File: src/hw/rtl/grwc_pkg.sv
`timescale 1ns / 1ps
// ---------------------------------------------------------------------------
// grwc_pkg
// types, status codes and the arctangent table shared by the ray caster
// ---------------------------------------------------------------------------
package grwc_pkg;

	// pass status codes
	localparam logic [1:0] ST_HIT   = 2'd0;
	localparam logic [1:0] ST_OFF   = 2'd1;
	localparam logic [1:0] ST_LIMIT = 2'd2;
	localparam logic [1:0] ST_PAR   = 2'd3;

	// configuration register indexes
	localparam logic REG_MAP_COLS = 1'b0;
	localparam logic REG_MAP_ROWS = 1'b1;

	// reset values of the configuration registers
	localparam logic [5:0] MAP_COLS_RST = 6'd18;
	localparam logic [5:0] MAP_ROWS_RST = 6'd7;

	// pi/2 in q30 radians
	localparam logic [30:0] HALF_PI_Q30 = 31'd1686629713;

	// number of rotation iterations
	localparam int ROT_ITERS = 30;

	// quotient bits of the slope divide: 31-bit magnitude shifted by 16
	localparam int DIV_BITS = 47;

	// slope magnitude clamp, large enough that any clamped slope leaves the map
	localparam logic [36:0] RATIO_CLAMP = 37'h1F_FFFF_FFFF;

	// command from controller to datapath
	typedef struct packed {
		logic clr;
		logic wr;
		logic load;
		logic rot;
		logic quad;
		logic div;
		logic pset;
		logic pmul;
		logic look;
		logic check;
		logic last;
		logic pass;
		logic emit;
	} cmd_t;

	// status from datapath to controller
	typedef struct packed {
		logic par;
		logic fin;
	} sts_t;

	// arctangent of 2^-i in q30 radians
	function automatic logic [31:0] atan_q30(input logic [4:0] i);
		logic [31:0] v;
		case (i)
			5'd0:    v = 32'h3243F6A8;
			5'd1:    v = 32'h1DAC6705;
			5'd2:    v = 32'h0FADBAFC;
			5'd3:    v = 32'h07F56EA6;
			5'd4:    v = 32'h03FEAB76;
			5'd5:    v = 32'h01FFD55B;
			5'd6:    v = 32'h00FFFAAA;
			5'd7:    v = 32'h007FFF55;
			5'd8:    v = 32'h003FFFEA;
			5'd9:    v = 32'h001FFFFD;
			5'd10:   v = 32'h000FFFFF;
			5'd11:   v = 32'h0007FFFF;
			5'd12:   v = 32'h0003FFFF;
			5'd13:   v = 32'h0001FFFF;
			5'd14:   v = 32'h0000FFFF;
			5'd15:   v = 32'h00007FFF;
			5'd16:   v = 32'h00003FFF;
			5'd17:   v = 32'h00001FFF;
			5'd18:   v = 32'h00000FFF;
			5'd19:   v = 32'h000007FF;
			5'd20:   v = 32'h000003FF;
			5'd21:   v = 32'h000001FF;
			5'd22:   v = 32'h000000FF;
			5'd23:   v = 32'h0000007F;
			5'd24:   v = 32'h0000003F;
			5'd25:   v = 32'h0000001F;
			5'd26:   v = 32'h0000000F;
			5'd27:   v = 32'h00000007;
			5'd28:   v = 32'h00000003;
			5'd29:   v = 32'h00000001;
			default: v = 32'h00000000;
		endcase
		return v;
	endfunction

endpackage

File: src/hw/rtl/grwc_ctrl.sv
`timescale 1ns / 1ps
// ---------------------------------------------------------------------------
// grwc_ctrl
// sequencer: map clear, rotation, slope divide and the two grid passes
// ---------------------------------------------------------------------------
module grwc_ctrl #(
	parameter int CW        = 10,
	parameter int DEPTH     = 1024,
	parameter int MAX_STEPS = 8
) (
	input  logic            clk,
	input  logic            arst_n,
	input  logic            in_valid,
	output logic            in_ready,
	input  logic            op,
	output logic            out_valid,
	input  logic            out_ready,
	input  grwc_pkg::sts_t  sts,
	output grwc_pkg::cmd_t  cmd,
	output logic [CW-1:0]   idx
);

	typedef enum logic [9:0] {
		S_CLEAR = 10'b0000000001,
		S_IDLE  = 10'b0000000010,
		S_ROT   = 10'b0000000100,
		S_QUAD  = 10'b0000001000,
		S_DIV   = 10'b0000010000,
		S_PSET  = 10'b0000100000,
		S_PMUL  = 10'b0001000000,
		S_LOOK  = 10'b0010000000,
		S_CHECK = 10'b0100000000,
		S_DONE  = 10'b1000000000
	} state_t;

	localparam logic [CW-1:0] CLR_LAST  = CW'(DEPTH - 1);
	localparam logic [CW-1:0] ROT_LAST  = CW'(grwc_pkg::ROT_ITERS - 1);
	localparam logic [CW-1:0] DIV_LAST  = CW'(grwc_pkg::DIV_BITS - 1);
	localparam logic [CW-1:0] STEP_LAST = CW'(MAX_STEPS - 1);

	state_t state_q, state_d;
	logic [CW-1:0] cnt_q, cnt_d;
	logic pass_q, pass_d;
	logic out_valid_q, out_valid_d;

	always_comb begin
		state_d = state_q;
		cnt_d = cnt_q;
		pass_d = pass_q;
		in_ready = 1'b0;
		cmd = '0;
		cmd.pass = pass_q;
		cmd.last = (cnt_q == STEP_LAST);
		unique case (state_q)
			S_CLEAR: begin
				cmd.clr = 1'b1;
				cnt_d = cnt_q + CW'(1);
				if (cnt_q == CLR_LAST) begin
					cnt_d = '0;
					state_d = S_IDLE;
				end
			end
			S_IDLE: begin
				in_ready = 1'b1;
				if (in_valid) begin
					if (op) begin
						cmd.load = 1'b1;
						cnt_d = '0;
						state_d = S_ROT;
					end else begin
						cmd.wr = 1'b1;
					end
				end
			end
			S_ROT: begin
				cmd.rot = 1'b1;
				cnt_d = cnt_q + CW'(1);
				if (cnt_q == ROT_LAST) begin
					state_d = S_QUAD;
				end
			end
			S_QUAD: begin
				cmd.quad = 1'b1;
				cnt_d = '0;
				state_d = S_DIV;
			end
			S_DIV: begin
				cmd.div = 1'b1;
				cnt_d = cnt_q + CW'(1);
				if (cnt_q == DIV_LAST) begin
					cnt_d = '0;
					pass_d = 1'b0;
					state_d = S_PSET;
				end
			end
			S_PSET: begin
				cmd.pset = 1'b1;
				if (sts.par) begin
					if (pass_q) begin
						state_d = S_DONE;
					end else begin
						pass_d = 1'b1;
					end
				end else begin
					state_d = S_PMUL;
				end
			end
			S_PMUL: begin
				cmd.pmul = 1'b1;
				cnt_d = '0;
				state_d = S_LOOK;
			end
			S_LOOK: begin
				cmd.look = 1'b1;
				state_d = S_CHECK;
			end
			S_CHECK: begin
				cmd.check = 1'b1;
				if (sts.fin) begin
					if (pass_q) begin
						state_d = S_DONE;
					end else begin
						pass_d = 1'b1;
						state_d = S_PSET;
					end
				end else begin
					cnt_d = cnt_q + CW'(1);
					state_d = S_LOOK;
				end
			end
			S_DONE: begin
				if (!out_valid_q || out_ready) begin
					cmd.emit = 1'b1;
					state_d = S_IDLE;
				end
			end
			default: begin
				state_d = S_CLEAR;
			end
		endcase
	end

	always_comb begin
		out_valid_d = out_valid_q;
		if (cmd.emit) begin
			out_valid_d = 1'b1;
		end else if (out_ready) begin
			out_valid_d = 1'b0;
		end
	end

	always_ff @(posedge clk or negedge arst_n) begin
		if (!arst_n) begin
			state_q <= S_CLEAR;
			cnt_q <= '0;
			pass_q <= 1'b0;
			out_valid_q <= 1'b0;
		end else begin
			state_q <= state_d;
			cnt_q <= cnt_d;
			pass_q <= pass_d;
			out_valid_q <= out_valid_d;
		end
	end

	assign out_valid = out_valid_q;
	assign idx = cnt_q;

endmodule

File: config.mk
export PLATFORM = sky130hd
export DESIGN_NAME = grwc_ctrl
export DESIGN_NICKNAME = d
export VERILOG_FILES = /design/src/hw/rtl/grwc_pkg.sv /design/src/hw/rtl/grwc_ctrl.sv
export SDC_FILE = /design/constraint.sdc
export NUM_CORES = 1
export LEC_CHECK = 0
export ABC_AREA = 1
export BUFFER_PORTS_ARGS = -buffer_cell sky130_fd_sc_hd__buf_2
export CORE_AREA = 2 2 93 95
export CTS_BUF_LIST = sky130_fd_sc_hd__clkbuf_4 sky130_fd_sc_hd__clkbuf_8
export CTS_CLUSTER_DIAMETER = 100
export CTS_CLUSTER_SIZE = 16
export DETAILED_ROUTE_END_ITERATION = 10
export DIE_AREA = 0 0 95 97
export GPL_ROUTABILITY_DRIVEN = 0
export SETUP_SLACK_MARGIN = 0.02
export SYNTH_ARGS = -nofsm -noshare
export SYNTH_HDL_FRONTEND = slang
export SYNTH_SLANG_ARGS = --single-unit
File: constraint.sdc
create_clock -name clk -period 2.2 [get_ports clk]
set_input_delay 0.55 -clock clk [delete_from_list [all_inputs] [get_ports clk]]
set_output_delay 0.55 -clock clk [all_outputs]
set_load 0.01 [all_outputs]
==> impl_table.tex, run 1 <==
\begin{tabular}{lr}
\hline
Metric & Value \\
\hline
\multicolumn{2}{l}{\textbf{Run status}} \\
Run status & complete, no violations \\
\multicolumn{2}{l}{\textbf{Final layout}} \\
Commonest cells after routing, fill and taps aside & 121 x nand2\_1, 54 x inv\_1, 43 x nor2\_1 \\
Most common cell after layout, fill and taps aside & nand2\_1 \\
Finished Core Util & 28.61\% \\
Number of antenna cells inserted & 0 \\
Post-synthesis to final-layout area growth & 14.96\% \\
Count of filler cells inserted in the layout & between 900 and 1,000 \\
Ratio of cells with drive above 1 in the final layout & 19.13\% \\
Total number of nets in the final design & 377 \\
\multicolumn{2}{l}{\textbf{Timing}} \\
Transition time of the tightest slew-check pin & 522.9 ps \\
Fmax achieved & between 400 and 500 MHz \\
Worst max-slew margin expressed relative to the limit & 65.14\% \\
Post-route minimum period & 2060 ps \\
Total setup violations reported at the end of the flow & 0 \\
RSZ-0062 raised after global routing & no \\
Setup TNS & 0 ps \\
Final hold vios & 0 \\
Share of the clock period used by the worst path & 93.65\% \\
Total count of max-transition violations in the final report & 0 \\
Worst hold margin & $\sim$250 ps \\
Worst Skew & 2.171 ps \\
\multicolumn{2}{l}{\textbf{Global routing}} \\
Tot GR Track Use & 12.62\% \\
Pin count of the biggest net entering global routing & 23 \\
Initial antenna violation count & 0 \\
Remaining global-route overflow & 0 \\
Number of global-route vias before repair & roughly 1,900 \\
Wire length of the first global-routing pass & 9.363 mm \\
\multicolumn{2}{l}{\textbf{Route}} \\
Routed via count & 2,094 \\
Post-DRT Antenna Nets & 0 \\
Mean routed wirelength per cell & 11.79 um \\
First-pass iteration count of the detailed router & 4 \\
Vias per inst & 4.446 \\
Post-detailed-route DRC marker count & 0 \\
Drt initial violations & 113 \\
Total wire length & 5.554 mm \\
\multicolumn{2}{l}{\textbf{Clock network}} \\
Hold bufs inserted after CTS & 0 \\
Sinks on the clock net & 22 \\
Deepest clock path buffer count & 2 \\
Clock root buffer master & clkbuf\_8 \\
Clock tree from TritonCTS & yes \\
Clock insertion delay at the later pin of the skew report & 270 ps \\
Maximum level of the CTS H-tree & 1 \\
Num CTS Buffers & 3 \\
Clock slew at reported path FFs & 80 ps \\
\multicolumn{2}{l}{\textbf{Power and ir drop}} \\
Switching part of the total power & 21.89\% \\
LEAKAGE & 1.452 nW \\
Cell-internal power & 0.0005505 W \\
IR drop worst, VDD & 0.1655 mV \\
Share of power burned in combinational logic & 2.6\% \\
Flop pwr share & 57.3\% \\
Switching Power & 0.0001543 W \\
Power share of the clock group & 40.1\% \\
Power density over the cells & 302.8 mW/mm\^{}2 \\
\multicolumn{2}{l}{\textbf{Die}} \\
Area enclosed by the die boundary & 0.009215 mm\^{}2 \\
I/O pin cnt & 32 \\
Initial Utilization & 24.89\% \\
Die outline height & 97 um \\
Core box area & 0.008134 mm\^{}2 \\
Standard-cell rows & 33 \\
Horizontal die dimension & 95 um \\
\multicolumn{2}{l}{\textbf{Synth}} \\
Synth cell types & 26 \\
Top\_reg\_cell synth & dfrtp\_1 \\
Cell accounting for the most synthesized area & dfrtp\_1 \\
Number of instances in the synthesized netlist & 335 \\
Post-synthesis average cell area & 6.043 um\^{}2 \\
Post-synth net total & 345 \\
Share of synthesized flip-flops with an asynchronous set or reset & 100.0\% \\
Leading post-synthesis cells by cell area & dfrtp\_1 26\%, nand2\_1 23\%, inv\_1 10\%, nor2\_1 8.3\%, nand3\_1 7.2\% \\
Synth Register Bits & 22 \\
Sequential element share of the synthesized area & 27.26\% \\
Top cell type's share of synthesized area & 25.96\% \\
Number of synthesized flops with an enable pin & 0 \\
Post-synthesis instance area & 0.002024 mm\^{}2 \\
Synthesis Warnings & 0 \\
\multicolumn{2}{l}{\textbf{Worst setup path}} \\
Type of element capturing the critical path & primary output \\
Crit Path Max Fanout & 8 \\
Reg2Reg Depth & 10 \\
Data arrival at the endpoint of the critical path & 1510 ps \\
Worst r2r src & idx[0]\$\_DFFE\_PN0P\_ \\
Reg-to-reg slack, setup & 270 ps \\
Worst path required time & 1650 ps \\
Type of the setup path with the least slack & reg -> out \\
Reg-to-Reg End & state\_q[5]\$\_DFFE\_PN0P\_ \\
Crit path launch type & flop \\
\multicolumn{2}{l}{\textbf{Job}} \\
Max Cap Viol & 0 \\
\multicolumn{2}{l}{\textbf{Placement}} \\
Post-detailed-placement half-perimeter wirelength & $\sim$4.2 mm \\
Input/output buffers & 31 \\
\multicolumn{2}{l}{\textbf{Min path}} \\
Classification of the worst-slack hold path & in -> async \\
\hline
\end{tabular}
-- worst max-delay path by stage --
stage | depth (start not counted) | end | startpoint
after detailed placement | 11 | state_q[1]$_DFFE_PN0P_ | idx[0]$_DFFE_PN0P_
final | 6 | cmd[8] | state_q[8]$_DFFE_PN0P_
after global placement | 11 | state_q[1]$_DFFE_PN0P_ | idx[0]$_DFFE_PN0P_
after floorplan | 5 | cmd[10] | state_q[5]$_DFFE_PN0P_
after global routing | 7 | cmd[6] | state_q[8]$_DFFE_PN0P_
after CTS | 7 | cmd[6] | state_q[8]$_DFFE_PN0P_
-- worst max-delay path: stages, from the launching register on --
cell,delay [ps]
dfrtp_1,410
nor2_2,130
buf_4,140
buf_4,150
nand3_2,130
inv_1,130
buf_2,150
-- cell usage after synthesis (all sizes together), types with 2 or more instances --
cell type  instances
buf                7
dfrtp             21
ha                 3
inv               59
nand2            129
nand3             35
nand3b             3
nand4              5
nor2              52
nor3               3
o21ai              9
o21bai             2
xor2               4
-- per-stage QoR --
step / instance area, um^2 / power [W] / std cells / setup slack [ps]
final: 2327 / 0.0007048 / 471 / 139.6
after floorplan: 2024 / 0.0004149 / 335 / 520.9
after CTS: 2312 / 0.0007163 / 470 / 85.89
after detailed placement: 2258 / 0.0004314 / 466 / 301.9
after global routing: 2327 / 0.0007330 / 471 / 26.52
after global placement: 2258 / 0.0004310 / 466 / 306.3
-- repair_timing --
action | in CTS | in global routing
buffers inserted | 0 | 1
gates resized for setup | 1 | 3
endpoints found under the setup margin | 1 | 6
hold endpoints to repair | 0 | 0
-- power by group through the flow --
stage | registers, W | clock network (W) | logic, W
CTS | 0.000404 | 0.000293 | 0.0000194
global route | 0.000404 | 0.000307 | 0.0000217
global placement | 0.000412 | 0 | 0.0000189
detailed placement | 0.000412 | 0 | 0.0000193
finish | 0.000404 | 0.000283 | 0.0000181
floorplan | 0.000412 | 0 | 0.00000275
-- logic make-up after synthesis --
logic type               Yosys count  share of synthesized area [%]
AO/OA/AOI/OAI                     11                          2.966
adder cells (fa/ha/maj)            3                          1.854
AND/OR/NAND/NOR                  228                          51.73
XOR/XNOR                           4                          1.730
buffers and inverters             67                          14.46
flip-flops                        22                          27.26
-- routing by layer --
layer	share of wire [%]	routed length (um)	global-route usage, %
met3	2.5	141	1.090
met5	0	0	0
met4	1.6	87	3.233
met1	48	2681	18.20
met2	48	2645	20.13
-- area by class of cell --
type	count	area, um^2	share of cell area (%)
tap	105	131.4	5.645
sequential	22	551.8	23.71
inverter	60	225.2	9.677
timing repair buffer	34	177.7	7.634
multi-input combinational	246	1192	51.24
clock buffer	4	48.80	2.097
-- state kept, by name, indices dropped and copies added (netlist names) --
| signal | flops |
|---|---|
| pass_q | 1 |
| out_valid | 1 |
| idx | 10 |
| state_q | 10 |
No activity file was read; power rests on OpenSTA's default activity.
==> run 2: changes to the inputs <==
--- a/config.mk
+++ b/config.mk
@@ -14,6 +14,7 @@
 export DETAILED_ROUTE_END_ITERATION = 10
 export DIE_AREA = 0 0 95 97
 export GPL_ROUTABILITY_DRIVEN = 0
+export RECOVER_POWER = 50
 export SETUP_SLACK_MARGIN = 0.02
 export SYNTH_ARGS = -nofsm -noshare
 export SYNTH_HDL_FRONTEND = slang
==> impl_table.tex, run 2 (synthesized netlist as in run 1, its figures left out) <==
\begin{tabular}{lr}
\hline
Metric & Value \\
\hline
\multicolumn{2}{l}{\textbf{Timing}} \\
RSZ-0062 raised after global routing & no \\
Worst max-slew margin expressed relative to the limit & 16.36\% (-49 points) \\
Post-route minimum period & 2058 ps (-2.530 ps) \\
Total setup violations reported at the end of the flow & 0 (unchanged) \\
Setup ws final & 142.1 ps (+2.530 ps) \\
Setup TNS & 0 ps (unchanged) \\
Share of the clock period used by the worst path & 93.54\% (-0.12 points) \\
Transition time of the tightest slew-check pin & 1255 ps (+731.7 ps) \\
Worst Skew & 2.171 ps (-0.0004500 ps) \\
Final hold vios & 0 (unchanged) \\
Total count of max-transition violations in the final report & 0 (unchanged) \\
Fmax achieved & 485.9 MHz (+0.12\%) \\
\multicolumn{2}{l}{\textbf{Worst setup path}} \\
Number of buffers and inverters on the critical path & 4 (unchanged) \\
End point of the critical path & cmd[8] \\
Cell type with the highest occurrence count on the critical path & buf\_4 \\
Worst path required time & 1650 ps (about the same) \\
Crit path launch type & flop \\
Standard cell with the maximum stage delay on the critical path & dfrtp\_1 \\
Type of the setup path with the least slack & reg -> out \\
Reg-to-reg slack, setup & 270 ps (about the same) \\
Data arrival at the endpoint of the critical path & 1510 ps (about the same) \\
Worst r2r src & idx[0]\$\_DFFE\_PN0P\_ \\
Type of element capturing the critical path & primary output \\
Number of cells on the critical path & 6 (unchanged) \\
Reg2Reg Depth & 10 (unchanged) \\
Worst path cell trace & nor2\_2 -> buf\_4 -> buf\_4 -> nand3\_2 -> inv\_1 -> buf\_2 \\
Crit Path Max Fanout & 8 (unchanged) \\
Delay-heaviest family, CP & buffers and inverters \\
Maximum single-stage delay on the critical path & 410 ps (about the same) \\
First element of the critical path & state\_q[8]\$\_DFFE\_PN0P\_ \\
Reg-to-Reg End & state\_q[5]\$\_DFFE\_PN0P\_ \\
\multicolumn{2}{l}{\textbf{Die}} \\
Core box area & 0.008134 mm\^{}2 (unchanged) \\
Horizontal die dimension & 95 um (unchanged) \\
Die outline height & 97 um (unchanged) \\
Standard-cell rows & 33 (unchanged) \\
Initial Utilization & 24.89\% (unchanged) \\
Area enclosed by the die boundary & 0.009215 mm\^{}2 (unchanged) \\
I/O pin cnt & 32 (unchanged) \\
\multicolumn{2}{l}{\textbf{Clock network}} \\
Clock insertion delay at the later pin of the skew report & 270 ps (about the same) \\
Clock tree from TritonCTS & yes \\
Hold bufs inserted after CTS & 0 (unchanged) \\
Clock root buffer master & clkbuf\_8 \\
Maximum level of the CTS H-tree & 1 (unchanged) \\
Num CTS Buffers & 3 (unchanged) \\
Deepest clock path buffer count & 2 (unchanged) \\
Clock slew at reported path FFs & 80 ps (about the same) \\
Sinks on the clock net & 22 (unchanged) \\
\multicolumn{2}{l}{\textbf{Global routing}} \\
Wire length of the first global-routing pass & 9.363 mm (unchanged) \\
Number of global-route vias before repair & 1,928 (unchanged) \\
Pin count of the biggest net entering global routing & 23 (unchanged) \\
Initial antenna violation count & 0 (unchanged) \\
Tot GR Track Use & 12.62\% (unchanged) \\
Remaining global-route overflow & 0 (unchanged) \\
\multicolumn{2}{l}{\textbf{Route}} \\
Mean routed wirelength per cell & 11.76 um (-0.29\%) \\
Post-DRT Antenna Nets & 0 (unchanged) \\
Total wire length & 5.538 mm (-0.29\%) \\
First-pass iteration count of the detailed router & 5 (+1) \\
Vias per inst & 4.448 (about the same) \\
Drt initial violations & 94 (-17\%) \\
Routed via count & 2,095 (+0.048\%) \\
Post-detailed-route DRC marker count & 0 (unchanged) \\
\multicolumn{2}{l}{\textbf{Final layout}} \\
Number of antenna cells inserted & 0 (unchanged) \\
Commonest cells after routing, fill and taps aside & 122 x nand2\_1, 54 x inv\_1, 43 x nor2\_1 \\
Ratio of cells with drive above 1 in the final layout & 16.67\% (-2.5 points) \\
Most common cell after layout, fill and taps aside & nand2\_1 \\
Post-synthesis to final-layout area growth & 14.34\% \\
Total number of nets in the final design & 377 (unchanged) \\
\multicolumn{2}{l}{\textbf{Power and ir drop}} \\
Power density over the cells & 304.5 mW/mm\^{}2 (+0.55\%) \\
LEAKAGE & 1.417 nW (-2.4\%) \\
IR drop worst, VDD & 0.1661 mV (+0.38\%) \\
\multicolumn{2}{l}{\textbf{Run status}} \\
Run status & complete, no violations \\
\multicolumn{2}{l}{\textbf{Placement}} \\
Input/output buffers & 31 (unchanged) \\
Post-detailed-placement half-perimeter wirelength & 4.248 mm (unchanged) \\
Pre-CTS worst setup slack & 301.9 ps (unchanged) \\
\multicolumn{2}{l}{\textbf{Job}} \\
Max Cap Viol & 0 (unchanged) \\
\multicolumn{2}{l}{\textbf{Min path}} \\
Classification of the worst-slack hold path & in -> reg \\
\hline
\end{tabular}
-- run 2: cell types whose count changed in the layout (fill, tap and decap cells not counted) --
cell	previous run	this run
buf_2	31	23
clkbuf_1	0	8
nand2_1	121	122
nand2_2	5	4
-- run 2: worst min-delay path by stage --
| stage | slack (ps) | start | to | cells past startpoint |
|---|---|---|---|---|
| 3_5_place_dp | 560 | out_valid$_DFFE_PN0P_ | out_valid$_DFFE_PN0P_ | 2 |
| 3_3_place_gp | 540 | out_valid$_DFFE_PN0P_ | out_valid$_DFFE_PN0P_ | 2 |
| 5_1_grt | 510 | out_ready | out_valid$_DFFE_PN0P_ | 2 |
| 6_report | 480 | out_ready | out_valid$_DFFE_PN0P_ | 2 |
| 2_1_floorplan | 250 | arst_n | idx[0]$_DFFE_PN0P_ | 0 |
| 4_1_cts | 270 | arst_n | state_q[5]$_DFFE_PN0P_ | 1 |
-- run 2: where the power goes --
part	switching, W	total, W	internal [W]	leakage, nW
Combinational	0.0000137	0.0000179	0.00000424	1.10
Sequential	0.0000000000000000000370	0.000404	0.000404	0.294
Clock	0.000141	0.000283	0.000142	0.0262
-- run 2: repair_timing --
action,CTS,global route
endpoints found under the setup margin,1,6
gates resized for setup,1,3
setup buffers,0,1
-- run 2: worst reg2reg max path: stages (launching register included) --
cell and delay [ps]:
dfrtp_1 450, inv_1 180, ha_1 190, inv_1 40, nor2_1 130, nand3_2 230
nand3_1 130, nand2_1 70, nor2_2 210, nand4_1 140, nand2_1 100
-- run 2: final cells by class --
class                           instances  area [um^2]
Fill cell                             909         5819
Multi-Input combinational cell        246         1190
Sequential cell                        22        551.8
Inverter                               60        225.2
Timing Repair Buffer                   34        167.7
Tap cell                              105        131.4
Clock buffer                            4        48.80
-- run 2: through the flow --
stage                     std cells  hold slack, ps  area, um^2  util, %  power (W)
after floorplan                 335           254.4        2024        -  0.0004149
after global placement          466           540.2        2258    27.77  0.0004310
after detailed placement        466           555.8        2258    27.77  0.0004314
after CTS                       470           267.6        2312    28.43  0.0007163
after global routing            471           510.1        2315    28.46  0.0007327
final                           471           476.9        2315    28.46  0.0007049
-- run 2: routing by layer --
| metal | track usage, % | wire [um] | vias to the layer above |
|---|---|---|---|
| met2 | 20.13 | 2641 | 40 |
| met3 | 1.090 | 151 | 6 |
| met1 | 18.20 | 2659 | 977 |
| met5 | 0 | 0 | - |
| li1 | - | - | 1072 |
| met4 | 3.233 | 85 | 0 |
==> run 3: changes to the inputs <==
--- a/config.mk
+++ b/config.mk
@@ -5,14 +5,14 @@
 export SDC_FILE = /design/constraint.sdc
 export NUM_CORES = 1
 export LEC_CHECK = 0
-export ABC_AREA = 1
+export ABC_AREA = 0
 export BUFFER_PORTS_ARGS = -buffer_cell sky130_fd_sc_hd__buf_2
-export CORE_AREA = 2 2 93 95
+export CORE_AREA = 2 2 78 80
 export CTS_BUF_LIST = sky130_fd_sc_hd__clkbuf_4 sky130_fd_sc_hd__clkbuf_8
 export CTS_CLUSTER_DIAMETER = 100
 export CTS_CLUSTER_SIZE = 16
 export DETAILED_ROUTE_END_ITERATION = 10
-export DIE_AREA = 0 0 95 97
+export DIE_AREA = 0 0 80 82
 export GPL_ROUTABILITY_DRIVEN = 0
 export RECOVER_POWER = 50
 export SETUP_SLACK_MARGIN = 0.02
==> impl_table.tex, run 3 <==
\begin{tabular}{lr}
\hline
Metric & Value \\
\hline
\multicolumn{2}{l}{\textbf{Route}} \\
Drt initial violations & 77 (-18\%) \\
Post-detailed-route DRC marker count & 0 (unchanged) \\
First-pass iteration count of the detailed router & 4 (-1) \\
Post-DRT Antenna Nets & 0 (unchanged) \\
Vias per inst & 4.910 (+10\%) \\
Mean routed wirelength per cell & 14.83 um (+26\%) \\
Routed via count & 1,684 (-20\%) \\
Total wire length & 5.086 mm (-8.2\%) \\
\multicolumn{2}{l}{\textbf{Global routing}} \\
Wire length of the first global-routing pass & 7.914 mm (-15\%) \\
Number of global-route vias before repair & 1,683 (-13\%) \\
Initial antenna violation count & 0 (unchanged) \\
Remaining global-route overflow & 0 (unchanged) \\
Tot GR Track Use & 15.50\% (+2.9 points) \\
Pin count of the biggest net entering global routing & 23 (unchanged) \\
\multicolumn{2}{l}{\textbf{Worst setup path}} \\
Reg-to-reg slack, setup & -550 ps (-820 ps) \\
Worst r2r src & state\_q[1]\$\_DFFE\_PN0P\_ \\
Reg2Reg Depth & 8 (-2) \\
Crit path launch type & flop \\
Type of element capturing the critical path & flop \\
Data arrival at the endpoint of the critical path & 2900 ps (+1390 ps) \\
Worst path required time & 2350 ps (+700 ps) \\
Type of the setup path with the least slack & reg -> reg \\
First element of the critical path & state\_q[1]\$\_DFFE\_PN0P\_ \\
Crit Path Max Fanout & 4 (-4) \\
Reg-to-Reg End & idx[3]\$\_DFFE\_PN0P\_ \\
\multicolumn{2}{l}{\textbf{Synth}} \\
Synth Register Bits & 22 (unchanged) \\
Most frequent cell after synthesis & dfrtp\_1 \\
Post-synthesis instance area & 0.001390 mm\^{}2 (-31\%) \\
Share of synthesized flip-flops with an asynchronous set or reset & 100.0\% (unchanged) \\
Post-synthesis average cell area & 8.911 um\^{}2 (+47\%) \\
Number of instances in the synthesized netlist & 156 (-53\%) \\
Synth cell types & 44 (+69\%) \\
Top\_reg\_cell synth & dfrtp\_1 \\
Cell accounting for the most synthesized area & dfrtp\_1 \\
Synthesis Warnings & 0 (unchanged) \\
Top cell type's share of synthesized area & 37.80\% (+12 points) \\
Leading post-synthesis cells by cell area & dfrtp\_1 38\%, nor2\_1 4.6\%, nand2\_1 3.8\%, nor3b\_1 3.8\%, o21ai\_0 3.2\% \\
Cell types with the highest counts after synthesis & 21 x dfrtp\_1, 17 x nor2\_1, 14 x nand2\_1 \\
Number of synthesized flops with an enable pin & 0 (unchanged) \\
Sequential element share of the synthesized area & 39.69\% (+12 points) \\
Post-synth net total & 166 (-52\%) \\
\multicolumn{2}{l}{\textbf{Die}} \\
Die outline height & 82 um (-15\%) \\
I/O pin cnt & 32 (unchanged) \\
Initial Utilization & 24.19\% (-0.69 points) \\
Core box area & 0.005746 mm\^{}2 (-29\%) \\
Area enclosed by the die boundary & 0.006560 mm\^{}2 (-29\%) \\
Horizontal die dimension & 80 um (-16\%) \\
Standard-cell rows & 28 (-15\%) \\
\multicolumn{2}{l}{\textbf{Min path}} \\
Classification of the worst-slack hold path & in -> reg \\
Worst Hold End & out\_valid\$\_DFFE\_PN0P\_ \\
Startpoint of the worst hold path & out\_ready \\
Number of stages on the worst hold path & 2 (unchanged) \\
\multicolumn{2}{l}{\textbf{Timing}} \\
RSZ-0062 raised after global routing & yes \\
Fmax achieved & 363.8 MHz (-25\%) \\
Worst Skew & 6.851 ps (+4.680 ps) \\
Setup ws final & -548.5 ps (-690.6 ps) \\
Total count of max-transition violations in the final report & 0 (unchanged) \\
Share of the clock period used by the worst path & 124.9\% (+31 points) \\
Worst hold margin & 470.2 ps (-6.695 ps) \\
Total setup violations reported at the end of the flow & 29 (+29) \\
Transition time of the tightest slew-check pin & 1261 ps (+6.301 ps) \\
Worst max-slew margin expressed relative to the limit & 15.94\% (-0.42 points) \\
Final hold vios & 0 (unchanged) \\
Post-route minimum period & 2749 ps (+690.6 ps) \\
\multicolumn{2}{l}{\textbf{Placement}} \\
Pre-CTS worst setup slack & -477.2 ps (-779.1 ps) \\
Input/output buffers & 31 (unchanged) \\
Placed cell count & 312 (-33\%) \\
Post-detailed-placement half-perimeter wirelength & 3.226 mm (-24\%) \\
Cell area after placement & 0.002031 mm\^{}2 (-10\%) \\
\multicolumn{2}{l}{\textbf{Final layout}} \\
Most common cell after layout, fill and taps aside & buf\_4 \\
Count of filler cells inserted in the layout & 556 (-39\%) \\
Total number of nets in the final design & 279 (-26\%) \\
Ratio of cells with drive above 1 in the final layout & 61.57\% (+45 points) \\
Final cell area excluding filler cells & 0.002689 mm\^{}2 (+16\%) \\
Non-Filler Instances & 343 (-27\%) \\
FF+latch area & 551.8 um\^{}2 (unchanged) \\
Number of antenna cells inserted & 0 (unchanged) \\
Finished Core Util & 46.80\% (+18 points) \\
Commonest cells after routing, fill and taps aside & 66 x buf\_4, 23 x buf\_2, 22 x buf\_6 \\
Area used by multi-input combinational logic & 0.001084 mm\^{}2 (-8.9\%) \\
Post-synthesis to final-layout area growth & 93.43\% \\
\multicolumn{2}{l}{\textbf{Power and ir drop}} \\
LEAKAGE & 1.263 nW (-11\%) \\
Power density over the cells & 1015 mW/mm\^{}2 (+230\%) \\
IR drop worst, VDD & 0.5294 mV (+220\%) \\
\multicolumn{2}{l}{\textbf{Run status}} \\
Failing checks & negative setup slack \\
Run status & finished, violations left \\
\multicolumn{2}{l}{\textbf{Clock network}} \\
Deepest clock path buffer count & 2 (unchanged) \\
Hold bufs inserted after CTS & 0 (unchanged) \\
Clock tree from TritonCTS & yes \\
Clock root buffer master & clkbuf\_8 \\
Maximum level of the CTS H-tree & 1 (unchanged) \\
Num CTS Buffers & 3 (unchanged) \\
Sinks on the clock net & 22 (unchanged) \\
Clock slew at reported path FFs & 90 ps (about the same) \\
Clock insertion delay at the later pin of the skew report & 270 ps (about the same) \\
\multicolumn{2}{l}{\textbf{Job}} \\
Max Cap Viol & 0 (unchanged) \\
\hline
\end{tabular}
-- run 3: cell types whose count changed after synthesis, sizes merged, moves of 4 or more --
cell | previous run | this run
xnor2 | 0 | 4
nand3 | 35 | 6
nor3b | 0 | 7
or2 | 0 | 4
inv | 59 | 7
nand2 | 129 | 14
nor4 | 0 | 5
a22o | 0 | 4
nor2 | 52 | 18
xor2 | 4 | 0
buf | 7 | 3
and3 | 1 | 6
-- run 3: how the worst max path moves through the flow --
stage / slack, ps / endpoint
final: -550 / idx[3]$_DFFE_PN0P_
after global routing: -610 / cmd[5]
after CTS: -530 / cmd[5]
after detailed placement: -480 / idx[4]$_DFFE_PN0P_
after global placement: -450 / idx[4]$_DFFE_PN0P_
after floorplan: -450 / idx[3]$_DFFE_PN0P_
-- run 3: critical path, stage by stage (launching register included) --
cell      delay (ps)
dfrtp_1          390
or4_4            540
or4b_4           510
buf_4            160
o22a_4           250
a211oi_4         310
buf_4            170
nor2_1            40
a221o_1          270
-- run 3: layout make-up --
type                    instances  area share (%)
multi-input cells             123           40.30
repair buffers                112           32.06
flip-flops and latches         22           20.52
well taps                      75           3.490
clock buffers                   3           1.536
clock inverters                 1           1.117
inverters                       7          0.9772
-- run 3: logic make-up (layout without fill, tap and decap cells) --
group	count (synthesis)	count (layout)	share of synthesized area (%)
and+or+nand+nor	85	85	34.56
AOI/OAI and AO/OA	29	30	15.93
DFF	22	22	39.69
buffers and inverters	12	123	3.870
xor gates and xnor gates	4	4	2.520
adders and majority gates	3	3	2.701
muxes	1	1	0.7201
-- run 3: layer usage --
metal	track usage (%)	up-vias	part of all wire [%]	wire [um]
met5	0	-	0	0
met4	2.542	0	0.73	37
met3	2.418	6	3.6	182
met2	30.50	31	55	2790
met1	17.81	839	41	2075
li1	-	808	-	-
-- run 3: power by group --
group	switching [W]	internal, W	total, W
combinational	0.000803	0.000985	0.00179
sequential	0.0000611	0.000495	0.000556
clock	0.000140	0.000243	0.000384
-- run 3: timing repair --
action                                  4_1_cts  5_1_grt
gates resized for setup                      59       28
endpoints found under the setup margin       30       30
setup buffers                                17       11
gates cloned                                  1        0
pin swaps                                    23       17
-- run 3: per-stage QoR --
step           total power, W  setup TNS [ps]
5_1_grt              0.002900          -13620
3_5_place_dp         0.001756           -7182
4_1_cts              0.002536           -9513
6_report             0.002728          -11730
3_3_place_gp         0.001743           -6893
2_1_floorplan        0.001157           -4833
